$ cat config.mk
export PLATFORM = sky130hd
export DESIGN_NAME = indexed_sequence_store_flat
export DESIGN_NICKNAME = d
export VERILOG_FILES = /design/src/iss_pkg.sv /design/src/iss_req_if.sv /design/src/iss_rsp_if.sv /design/src/indexed_sequence_store.sv /design/src/iss_decode.sv /design/src/iss_cells.sv /design/src/flat_wrapper.sv
export SDC_FILE = /design/constraint.sdc
export NUM_CORES = 2
export LEC_CHECK = 0
export BUFFER_PORTS_ARGS = -buffer_cell sky130_fd_sc_hd__buf_4
export CAP_MARGIN = 10
export CORE_MARGIN = 2
export CORE_UTILIZATION = 52
export DETAILED_ROUTE_END_ITERATION = 10
export PLACE_DENSITY_LB_ADDON = 0.15
export SLEW_MARGIN = 20
export SYNTH_ARGS = -nofsm -noshare
export SYNTH_HDL_FRONTEND = slang
export SYNTH_HIERARCHICAL = 1
export SYNTH_SLANG_ARGS = --single-unit
$ cat constraint.sdc
create_clock -name clk_i -period 6.4 [get_ports clk_i]
set_input_delay 0.64 -clock clk_i [delete_from_list [all_inputs] [get_ports clk_i]]
set_output_delay 0.64 -clock clk_i [all_outputs]
set_load 0.005 [all_outputs]
$ cat src/iss_pkg.sv
`default_nettype none

package iss_pkg;

  localparam int unsigned OpW     = 3;
  localparam int unsigned PosFldW = 5;
  localparam int unsigned DataW   = 32;
  localparam int unsigned StatW   = 2;
  localparam int unsigned CntFldW = 5;

  typedef enum logic [OpW-1:0] {
    OP_INS_POS  = 3'd0,
    OP_INS_HEAD = 3'd1,
    OP_INS_TAIL = 3'd2,
    OP_DEL_POS  = 3'd3,
    OP_DEL_HEAD = 3'd4,
    OP_DEL_TAIL = 3'd5,
    OP_READ     = 3'd6
  } op_e;

  typedef enum logic [StatW-1:0] {
    ST_OK      = 2'd0,
    ST_BAD_POS = 2'd1,
    ST_EMPTY   = 2'd2,
    ST_FULL    = 2'd3
  } status_e;

  // decoded request, handed from decode to the cell row and result stage
  typedef struct packed {
    logic    ins;
    logic    del;
    logic    rd_ok;
    logic    rd_fail;
    status_e status;
  } cmd_t;

endpackage

`default_nettype wire

$ cat src/iss_req_if.sv
`default_nettype none

interface iss_req_if;
  logic                                valid;
  logic                                ready;
  logic        [iss_pkg::OpW-1:0]      operation;
  logic        [iss_pkg::PosFldW-1:0]  position;
  logic signed [iss_pkg::DataW-1:0]    value;

  modport source (output valid, output operation, output position, output value,
                  input ready);
  modport sink   (input valid, input operation, input position, input value,
                  output ready);
endinterface

`default_nettype wire

$ cat src/iss_rsp_if.sv
`default_nettype none

interface iss_rsp_if;
  logic                                valid;
  logic                                ready;
  logic        [iss_pkg::StatW-1:0]    status;
  logic signed [iss_pkg::DataW-1:0]    read_value;
  logic        [iss_pkg::CntFldW-1:0]  entry_count;

  modport source (output valid, output status, output read_value, output entry_count,
                  input ready);
  modport sink   (input valid, input status, input read_value, input entry_count,
                  output ready);
endinterface

`default_nettype wire

$ cat src/indexed_sequence_store.sv
// channel | dir | handshake   | payload
// req_i   | in  | valid/ready | operation, position, value
// rsp_o   | out | valid/ready | status, read_value, entry_count
//
// one request per cycle while req_i.ready is high; a beat moves from the request register
// into the result register, which drives rsp_o.valid, and leaves with the reply beat.
// the list update and the result load on the same edge.
// reset clears the entry count and both valid flags; stored values stay undefined.
// a stalled result holds the request register, and req_i.ready drops only while both
// registers are full and rsp_o.ready is low.
`default_nettype none

module indexed_sequence_store #(
  parameter int unsigned CAPACITY = 16
) (
  input  wire logic  clk_i,
  input  wire logic  rst_ni,
  iss_req_if.sink    req_i,
  iss_rsp_if.source  rsp_o
);

  localparam int unsigned CntW = $clog2(CAPACITY + 1);
  localparam int unsigned PosW = (CntW > iss_pkg::PosFldW) ? CntW : iss_pkg::PosFldW;

  logic                          req_valid_q;
  logic [iss_pkg::OpW-1:0]       op_q;
  logic [iss_pkg::PosFldW-1:0]   pos_q;
  logic [iss_pkg::DataW-1:0]     val_q;

  logic                          res_valid_q;
  iss_pkg::status_e              status_q;
  iss_pkg::status_e              status_d;
  logic [iss_pkg::DataW-1:0]     rdval_q;
  logic [iss_pkg::DataW-1:0]     rdval_d;
  logic [iss_pkg::CntFldW-1:0]   count_q;
  logic [iss_pkg::CntFldW-1:0]   count_d;

  logic                          advance;
  logic                          process;
  logic                          req_take;
  iss_pkg::cmd_t                 cmd;
  logic [PosW-1:0]               eff_pos;
  logic [CntW-1:0]               cnt;
  logic [CntW-1:0]               cnt_next;
  logic [PosW-1:0]               cnt_next_w;
  logic [iss_pkg::DataW-1:0]     rd_data;

  assign advance     = !res_valid_q || rsp_o.ready;
  assign process     = req_valid_q && advance;
  assign req_i.ready = !req_valid_q || advance;
  assign req_take    = req_i.valid && req_i.ready;

  iss_decode #(
    .CAPACITY (CAPACITY)
  ) u_decode (
    .operation_i (op_q),
    .position_i  (pos_q),
    .cnt_i       (cnt),
    .cmd_o       (cmd),
    .pos_o       (eff_pos)
  );

  iss_cells #(
    .CAPACITY (CAPACITY)
  ) u_cells (
    .clk_i      (clk_i),
    .rst_ni     (rst_ni),
    .en_i       (process),
    .cmd_i      (cmd),
    .pos_i      (eff_pos),
    .value_i    (val_q),
    .cnt_o      (cnt),
    .cnt_next_o (cnt_next),
    .rd_data_o  (rd_data)
  );

  always_ff @(posedge clk_i or negedge rst_ni) begin
    if (!rst_ni) begin
      req_valid_q <= 1'b0;
    end else if (req_i.ready) begin
      req_valid_q <= req_i.valid;
    end
  end

  always_ff @(posedge clk_i) begin
    if (req_take) begin
      op_q  <= req_i.operation;
      pos_q <= req_i.position;
      val_q <= req_i.value;
    end
  end

  assign cnt_next_w = PosW'(cnt_next);
  assign count_d    = cnt_next_w[iss_pkg::CntFldW-1:0];
  assign status_d   = cmd.status;

  always_comb begin
    rdval_d = '0;
    if (cmd.rd_ok) begin
      rdval_d = rd_data;
    end else if (cmd.rd_fail) begin
      rdval_d = '1;
    end
  end

  always_ff @(posedge clk_i or negedge rst_ni) begin
    if (!rst_ni) begin
      res_valid_q <= 1'b0;
    end else if (advance) begin
      res_valid_q <= req_valid_q;
    end
  end

  always_ff @(posedge clk_i) begin
    if (process) begin
      status_q <= status_d;
      rdval_q  <= rdval_d;
      count_q  <= count_d;
    end
  end

  assign rsp_o.valid       = res_valid_q;
  assign rsp_o.status      = status_q;
  assign rsp_o.read_value  = rdval_q;
  assign rsp_o.entry_count = count_q;

`ifndef SYNTHESIS
  a_cnt_bound: assert property (@(posedge clk_i) disable iff (!rst_ni)
    cnt <= CntW'(CAPACITY))
    else $error("entry count above capacity");

  a_req_to_res: assert property (@(posedge clk_i) disable iff (!rst_ni)
    req_valid_q && !res_valid_q |=> res_valid_q)
    else $error("request lost on its way to the result register");

  a_full_cnt: assert property (@(posedge clk_i) disable iff (!rst_ni)
    res_valid_q && status_q == iss_pkg::ST_FULL |-> cnt == CntW'(CAPACITY))
    else $error("full reported while list not full");

  a_empty_cnt: assert property (@(posedge clk_i) disable iff (!rst_ni)
    res_valid_q && status_q == iss_pkg::ST_EMPTY |-> cnt == '0)
    else $error("empty reported while list holds entries");
`endif

endmodule

`default_nettype wire

$ cat src/iss_decode.sv
`default_nettype none

module iss_decode #(
  parameter int unsigned CAPACITY = 16
) (
  input  wire logic [iss_pkg::OpW-1:0]     operation_i,
  input  wire logic [iss_pkg::PosFldW-1:0] position_i,
  input  wire logic [$clog2(CAPACITY+1)-1:0] cnt_i,
  output iss_pkg::cmd_t                    cmd_o,
  output logic [((($clog2(CAPACITY+1)) > iss_pkg::PosFldW) ?
                 $clog2(CAPACITY+1) : iss_pkg::PosFldW)-1:0] pos_o
);

  localparam int unsigned CntW = $clog2(CAPACITY + 1);
  localparam int unsigned PosW = (CntW > iss_pkg::PosFldW) ? CntW : iss_pkg::PosFldW;

  logic [PosW-1:0] pos_w;
  logic [PosW-1:0] cnt_w;
  logic            full;
  logic            empty;

  assign pos_w = PosW'(position_i);
  assign cnt_w = PosW'(cnt_i);
  assign full  = (cnt_i == CntW'(CAPACITY));
  assign empty = (cnt_i == '0);

  always_comb begin
    cmd_o         = '0;
    cmd_o.status  = iss_pkg::ST_BAD_POS;
    pos_o         = '0;
    unique case (iss_pkg::op_e'(operation_i))
      iss_pkg::OP_INS_POS: begin
        pos_o = pos_w;
        if (pos_w > cnt_w) begin
          cmd_o.status = iss_pkg::ST_BAD_POS;
        end else if (full) begin
          cmd_o.status = iss_pkg::ST_FULL;
        end else begin
          cmd_o.status = iss_pkg::ST_OK;
          cmd_o.ins    = 1'b1;
        end
      end
      iss_pkg::OP_INS_HEAD, iss_pkg::OP_INS_TAIL: begin
        pos_o = (iss_pkg::op_e'(operation_i) == iss_pkg::OP_INS_TAIL) ? cnt_w : '0;
        if (full) begin
          cmd_o.status = iss_pkg::ST_FULL;
        end else begin
          cmd_o.status = iss_pkg::ST_OK;
          cmd_o.ins    = 1'b1;
        end
      end
      iss_pkg::OP_DEL_POS: begin
        pos_o = pos_w;
        if (empty) begin
          cmd_o.status = iss_pkg::ST_EMPTY;
        end else if (pos_w >= cnt_w) begin
          cmd_o.status = iss_pkg::ST_BAD_POS;
        end else begin
          cmd_o.status = iss_pkg::ST_OK;
          cmd_o.del    = 1'b1;
        end
      end
      iss_pkg::OP_DEL_HEAD, iss_pkg::OP_DEL_TAIL: begin
        pos_o = (iss_pkg::op_e'(operation_i) == iss_pkg::OP_DEL_TAIL) ?
                (cnt_w - PosW'(1)) : '0;
        if (empty) begin
          cmd_o.status = iss_pkg::ST_EMPTY;
        end else begin
          cmd_o.status = iss_pkg::ST_OK;
          cmd_o.del    = 1'b1;
        end
      end
      iss_pkg::OP_READ: begin
        pos_o = pos_w;
        if (pos_w < cnt_w) begin
          cmd_o.status = iss_pkg::ST_OK;
          cmd_o.rd_ok  = 1'b1;
        end else begin
          cmd_o.status  = iss_pkg::ST_BAD_POS;
          cmd_o.rd_fail = 1'b1;
        end
      end
      default: begin
        cmd_o.status = iss_pkg::ST_BAD_POS;
      end
    endcase
  end

endmodule

`default_nettype wire

$ cat src/iss_cells.sv
`default_nettype none

module iss_cells #(
  parameter int unsigned CAPACITY = 16
) (
  input  wire logic                           clk_i,
  input  wire logic                           rst_ni,
  input  wire logic                           en_i,
  input  wire iss_pkg::cmd_t                  cmd_i,
  input  wire logic [((($clog2(CAPACITY+1)) > iss_pkg::PosFldW) ?
                      $clog2(CAPACITY+1) : iss_pkg::PosFldW)-1:0] pos_i,
  input  wire logic [iss_pkg::DataW-1:0]      value_i,
  output logic      [$clog2(CAPACITY+1)-1:0]  cnt_o,
  output logic      [$clog2(CAPACITY+1)-1:0]  cnt_next_o,
  output logic      [iss_pkg::DataW-1:0]      rd_data_o
);

  localparam int unsigned CntW = $clog2(CAPACITY + 1);
  localparam int unsigned IdxW = (CAPACITY > 1) ? $clog2(CAPACITY) : 1;
  localparam int unsigned PosW = (CntW > iss_pkg::PosFldW) ? CntW : iss_pkg::PosFldW;

  logic [iss_pkg::DataW-1:0] ent_q [CAPACITY];
  logic [CntW-1:0]           cnt_q;
  logic [CntW-1:0]           cnt_d;
  logic                      do_ins;
  logic                      do_del;

  assign do_ins = en_i && cmd_i.ins;
  assign do_del = en_i && cmd_i.del;

  always_comb begin
    cnt_d = cnt_q;
    if (do_ins) begin
      cnt_d = cnt_q + CntW'(1);
    end else if (do_del) begin
      cnt_d = cnt_q - CntW'(1);
    end
  end

  always_ff @(posedge clk_i or negedge rst_ni) begin
    if (!rst_ni) begin
      cnt_q <= '0;
    end else begin
      cnt_q <= cnt_d;
    end
  end

  // each cell picks its neighbor, the new value or itself
  for (genvar i = 0; i < CAPACITY; i++) begin : g_cell
    localparam logic [PosW-1:0] MyIdx = PosW'(i);
    logic [iss_pkg::DataW-1:0] up_val;
    logic [iss_pkg::DataW-1:0] dn_val;

    if (i > 0) begin : g_up
      assign up_val = ent_q[i-1];
    end else begin : g_up0
      assign up_val = ent_q[i];
    end
    if (i < CAPACITY - 1) begin : g_dn
      assign dn_val = ent_q[i+1];
    end else begin : g_dn_last
      assign dn_val = ent_q[i];
    end

    always_ff @(posedge clk_i) begin
      if (do_ins && (MyIdx == pos_i)) begin
        ent_q[i] <= value_i;
      end else if (do_ins && (MyIdx > pos_i)) begin
        ent_q[i] <= up_val;
      end else if (do_del && (MyIdx >= pos_i)) begin
        ent_q[i] <= dn_val;
      end
    end
  end

  assign cnt_o      = cnt_q;
  assign cnt_next_o = cnt_d;
  assign rd_data_o  = ent_q[pos_i[IdxW-1:0]];

endmodule

`default_nettype wire

$ cat src/flat_wrapper.sv
// flat-port wrapper written by rule: the top's interface ports become plain ports
module indexed_sequence_store_flat 
#(
  parameter int unsigned CAPACITY = 16
)
  (clk_i, rst_ni, req_i_valid, req_i_operation, req_i_position, req_i_value, req_i_ready, rsp_o_valid, rsp_o_status, rsp_o_read_value, rsp_o_entry_count, rsp_o_ready);
  iss_req_if req_i_i ();
  iss_rsp_if rsp_o_i ();
  input  wire logic clk_i;
  input  wire logic rst_ni;
  input wire logic [$bits(req_i_i.valid)-1:0] req_i_valid;
  input wire logic [$bits(req_i_i.operation)-1:0] req_i_operation;
  input wire logic [$bits(req_i_i.position)-1:0] req_i_position;
  input wire logic [$bits(req_i_i.value)-1:0] req_i_value;
  output wire logic [$bits(req_i_i.ready)-1:0] req_i_ready;
  output wire logic [$bits(rsp_o_i.valid)-1:0] rsp_o_valid;
  output wire logic [$bits(rsp_o_i.status)-1:0] rsp_o_status;
  output wire logic [$bits(rsp_o_i.read_value)-1:0] rsp_o_read_value;
  output wire logic [$bits(rsp_o_i.entry_count)-1:0] rsp_o_entry_count;
  input wire logic [$bits(rsp_o_i.ready)-1:0] rsp_o_ready;
  assign req_i_i.valid = req_i_valid;
  assign req_i_i.operation = req_i_operation;
  assign req_i_i.position = req_i_position;
  assign req_i_i.value = req_i_value;
  assign req_i_ready = req_i_i.ready;
  assign rsp_o_valid = rsp_o_i.valid;
  assign rsp_o_status = rsp_o_i.status;
  assign rsp_o_read_value = rsp_o_i.read_value;
  assign rsp_o_entry_count = rsp_o_i.entry_count;
  assign rsp_o_i.ready = rsp_o_ready;
  indexed_sequence_store #(.CAPACITY(CAPACITY)) u_core (.clk_i(clk_i), .rst_ni(rst_ni), .req_i(req_i_i), .rsp_o(rsp_o_i));
endmodule
# Word level (Yosys, flattened, before mapping)
# Memory sizes are Yosys's and may differ from the RTL's.
# Cells that the tools add are included.
dict set report classes {
  addsub 2
  multipliers 0
  div_mod_pow 0
  n_lt_le_gt_ge 35
  n_eq_ne 22
  shift 0
  mux 200
  bitwise 32
  n_reduce_logical 62
}
# cell n
set ops {}
lappend ops {{two-way mux 32 bit} 34}
lappend ops {{two-way mux 1 bit} 153}
lappend ops {{logical AND 1 bit} 52}
lappend ops {{== test 4 x 5 -> 1 bit, first input constant} 8}
lappend ops {{greater-or-equal comparator 4 x 5 -> 1 bit, first input constant} 8}
lappend ops {{greater-than comparator 4 x 5 -> 1 bit, first input constant} 8}
lappend ops {{OR 1 bit} 32}
lappend ops {{== test 3 x 5 -> 1 bit, first input constant} 4}
lappend ops {{greater-or-equal comparator 3 x 5 -> 1 bit, first input constant} 4}
lappend ops {{greater-than comparator 3 x 5 -> 1 bit, first input constant} 4}
lappend ops {{two-way mux 5 bit} 4}
lappend ops {{case mux 5 bit (3 select lines)} 1}
lappend ops {{== test 2 x 5 -> 1 bit, first input constant} 2}
lappend ops {{greater-or-equal comparator 1 x 5 -> 1 bit, first input constant} 2}
lappend ops {{greater-or-equal comparator 2 x 5 -> 1 bit, first input constant} 2}
lappend ops {{greater-than comparator 1 x 5 -> 1 bit, first input constant} 2}
lappend ops {{greater-than comparator 2 x 5 -> 1 bit, first input constant} 2}
lappend ops {{zero test 5 bit} 2}
lappend ops {{two-way mux 2 bit} 5}
lappend ops {{case mux 2 bit (5 select lines)} 1}
lappend ops {{== test 3 bit, second input constant} 3}
lappend ops {{== test 3 x 2 -> 1 bit, second input constant} 2}
lappend ops {{adder 5 x 1 -> 5 bit, second input constant} 1}
lappend ops {{== test 1 x 5 -> 1 bit, first input constant} 1}
lappend ops {{other kinds (12)} 16}
dict set report word_totals {
  register_bits 86
  latchBits 0
  ramBits 512
  rom_bits 0
  in_bits 44
  wordCells 363
  mem_count 1
}
# memory depth width read_ports rd_ports_with_merged_regs write_ports line
set mem_list {}
lappend mem_list {u_core.u_cells.ent_q 16 32 17 0 16 iss_cells.sv:22} ;# logic [iss_pkg::DataW-1:0] ent_q [CAPACITY];

# Longest topological paths before layout
dict set report depth {
  word_depth 11
  depth_mapped 14
}

# Modules after synthesis
# The synthesis kept the hierarchy.
# mod n_inst cells_per_inst area_each_um2
set by_module_without_submodules {}
lappend by_module_without_submodules {iss_cells 1 3170 32722.6}
lappend by_module_without_submodules {indexed_sequence_store 1 159 2768.9}
lappend by_module_without_submodules {iss_decode 1 90 570.5}

# Worst setup path after synthesis
# No wires, ideal clock.
dict set report synth_path {
  path_type {input port to flip-flop}
  from {input port rsp_o_ready}
  to {memory u_core/u_cells/ent_q[1][0] (netlist name), enable pin}
  setup_ns 0.470
  arrival_time_ns 5.064
  setup_slack_ns 0.866
  stages 8
  n_path_buf 4
  cell_sequence {nand2b_1 > and2_1 > nand4bb_1 > buf_2 > buf_2 > buf_2 > clkbuf_1 > o31ai_1}
}
# element line
set synth_lines {}
lappend synth_lines {{start: declaration} flat_wrapper.sv:20} ;# input wire logic [$bits(rsp_o_i.ready)-1:0] rsp_o_ready;
lappend synth_lines {{end: declaration} iss_cells.sv:22}

==> reports/results.ini <==
[route]
vias = 32100
wire_per_inst_um = 30.4
ant_nets = 0
via_per_inst = 7.72
drc_errors = 0
routed_wirelength_um = 127000
first_pass_iters = 7
drt-initial-drc-count = 6397

[sta]
slew_headroom_pct = 21.5
max_freq_ghz = 0.196
tightest_slew_ps = 1180
final.setup.tns_ps = 0
setup_viol = 0
min_period_over_period_pct = 79.8
worst_slack_ps = 1290
slew_viol_final = 0
hold_viol_final = 0
skew_ps = 23.1
period_minus_slack_ps = 5110
rsz0062_at_grt = no

[yosys]
yosys_warnings = 6
synth.cell_area_um2 = 36100
synth_cells = 3419
ys_ff_latch = 598
synthFlopType = edfxtp_1
syn-num-nets = 3471
ys_async_sr_fraction_pct = 1.17
synth_edf_count = 591
synth.avg_cell_area_um2 = 10.5
synth.distinct_cells = 62
synth-seq-area-share_pct = 49.7

[placement]
post-place-ws_ps = 1540
port_buffers = 84
place_hpwl_um = 77700
place_area_um2 = 36900
gp_congestion = 0.903

[min_path]
hp-class = input pin to register

[critical_path]
crit_family = buffers and inverters
crit_arrival_ps = 5560
required_ps = 6850
start_kind = register
critPathBufInv = 3
worst_setup_path_end_kind = register
cp_max_fo = 102
slowest_delay_ps = 960
path_common_cell = buf_4
crit_chain = inv_1 -> ha_1 -> or3b_4 -> o32ai_1 -> a22oi_1 -> o21ai_1 -> nand4bb_4 -> buf_4 -> buf_4 -> o21ai_0 -> a31oi_1
criticalPathCategory = register to register
cp_slowest_cell = buf_4

[clock_network]
clk_pin_slew_ps = 60
clk_path_buf_depth = 3
numCtsBuffers = 71
cts_tree = done
cts_setup_buffers = 0
cts_root_buf = clkbuf_16
htree_levels = 3
cts_sinks = 598
clkLatencyLatePin_ps = 620

[pwr]
p_per_area_nw_per_um2 = 337
irDropWorstVdd_v = 0.000243
p_leak_nw = 11.4
total_power_mw = 13.2

[layout]
fin_area_um2 = 39100
diodes = 0
drive_gt1_share_pct = 14.9
layout-area-overhead-vs-synth_pct = 8.53
finalCoreUtilization_pct = 57.1
layout.nets = 3233

[floorplanning]
rows = 96
start_util_pct = 52.6
die_h_um = 267
die_w_um = 267
dieArea_um2 = 71500
boundaryPins = 85
core_area_um2 = 68600

[global_routing]
grt_overflow = 0
use_met3_pct = 8.60
grt_usage_pct = 34.9
met2_usage_pct = 49.3
grt_pass1_wl_um = 193000
grt_max_degree = 185
antenna_found_initial = 0
grt_pass1_vias = 30400
use_met1_pct = 51.4
busiest_layer = met1

[run]
cap_violations = 0

[run_status]
outcome = finished, final reports clean

## kinds of logic after synthesis
kind of cell / synth area share (%)
AOI/OAI and AO/OA: 19.4
adders and majority gates: 0.278
xor gates and xnor gates: 0.0972
buffers and inverters: 6.13
DFF: 49.7
muxes: 10.1
and+or+nand+nor: 14.3
## area by class of cell
class | count | area [µm²]
Tap cell | 931 | 1160
Clock inverter | 32 | 236
Sequential cell | 598 | 17900
Timing Repair Buffer | 177 | 1500
Inverter | 48 | 186
Multi-Input combinational cell | 2285 | 16200
Fill cell | 5712 | 29400
Clock buffer | 92 | 1910
## metrics by stage
| stage | std cells | hold slack [ps] |
|---|---|---|
| CTS | 4160 | 177 |
| detailed placement | 4035 | 462 |
| global placement | 4035 | 460 |
| floorplan | 3419 | 344 |
| global route | 4163 | 185 |
| finish | 4163 | 201 |
## state kept, by name, indices dropped and copies added (netlist names)
name and cells:
u_core/rsp_o.valid 1, u_core/rsp_o.read_value 32, u_core/pos_q 5, u_core/val_q 32
u_core/req_valid_q 1, u_core/op_q 3, u_core/rsp_o.status 2, u_core/u_cells/cnt_o 5
u_core/rsp_o.entry_count 5, u_core/u_cells/ent_q 512
## Yosys cell counts (4+ instances only)
| cell type | n | area, µm² |
|---|---|---|
| o22ai_1 | 5 | 31.3 |
| ha_1 | 8 | 100 |
| clkbuf_1 | 348 | 1310 |
| mux2_2 | 28 | 315 |
| nand3b_1 | 4 | 30.0 |
| nor2_1 | 23 | 86.3 |
| o21ai_1 | 6 | 30.0 |
| buf_1 | 9 | 33.8 |
| mux2i_1 | 4 | 40.0 |
| a22oi_1 | 68 | 510 |
| a21oi_1 | 42 | 210 |
| inv_1 | 46 | 173 |
| nor2b_1 | 6 | 37.5 |
| nand2b_1 | 6 | 37.5 |
| and2_1 | 5 | 31.3 |
| a211oi_1 | 32 | 240 |
| o211ai_1 | 98 | 736 |
| buf_4 | 7 | 52.6 |
| mux4_2 | 128 | 2880 |
| mux2_1 | 36 | 405 |
| nand2_1 | 114 | 428 |
| o32ai_1 | 33 | 289 |
| nand4_1 | 98 | 613 |
| o31ai_1 | 97 | 728 |
| dfrtp_1 | 7 | 175 |
| o21ai_0 | 326 | 1630 |
| a31oi_1 | 386 | 2410 |
| buf_2 | 121 | 606 |
| nor4_1 | 192 | 1200 |
| nand3_1 | 334 | 1670 |
| nor3_1 | 162 | 811 |
| edfxtp_1 | 591 | 17700 |
## final timing paths
path	start	end	slack, ps	cells after the start
setup / recovery	u_core/u_cells/cnt_o[1]	u_core/u_cells/ent_q[7][27]	1290	11
hold / removal	req_i_value[3]	u_core/val_q[3]	200	1
setup reg to reg	u_core/u_cells/cnt_o[1]	u_core/u_cells/ent_q[7][27]	1290	11
hold reg to reg	u_core/req_valid_q	u_core/rsp_o.valid	490	1
max in group asynchronous	rst_ni	u_core/u_cells/cnt_o[0]	5880	2
min in group asynchronous	rst_ni	u_core/rsp_o.valid	380	2
## power by group
part	total, mW	switching, mW	internal, mW	leakage (nW)
Sequential	5.38	0.436	4.94	5.54
Combinational	3.91	2.70	1.21	4.84
Clock	3.89	1.64	2.25	1.05
Total	13.2	4.78	8.41	11.4
## timing repair
action                    in CTS  in global routing
resized for setup              0                  0
hold endpoints to repair       7                  0
hold buffers                   1                  0
## cell usage in the layout, fill, tap and decap left out, drive strengths merged, types with 23 or more instances in the layout
cell | netlist | routed
clkbuf | 348 | 92
inv | 46 | 45
edfxtp | 591 | 591
mux4 | 128 | 128
o31ai | 98 | 98
o32ai | 33 | 33
buf | 140 | 176
nor4 | 193 | 193
nand4 | 98 | 98
a31oi | 386 | 386
a22oi | 68 | 68
nor2 | 23 | 23
clkinv | 2 | 31
o211ai | 98 | 98
nand3 | 334 | 334
a21oi | 43 | 43
a211oi | 32 | 32
o21ai | 334 | 334
nand2 | 114 | 114
mux2 | 64 | 64
nor3 | 162 | 162
## layer usage
layer | wire (µm) | share of wire [%]
met1 | 49000 | 39
met2 | 54000 | 43
met3 | 18400 | 15
met4 | 5180 | 4.1
met5 | 0 | 0
No activity file was read; power rests on OpenSTA's default activity.
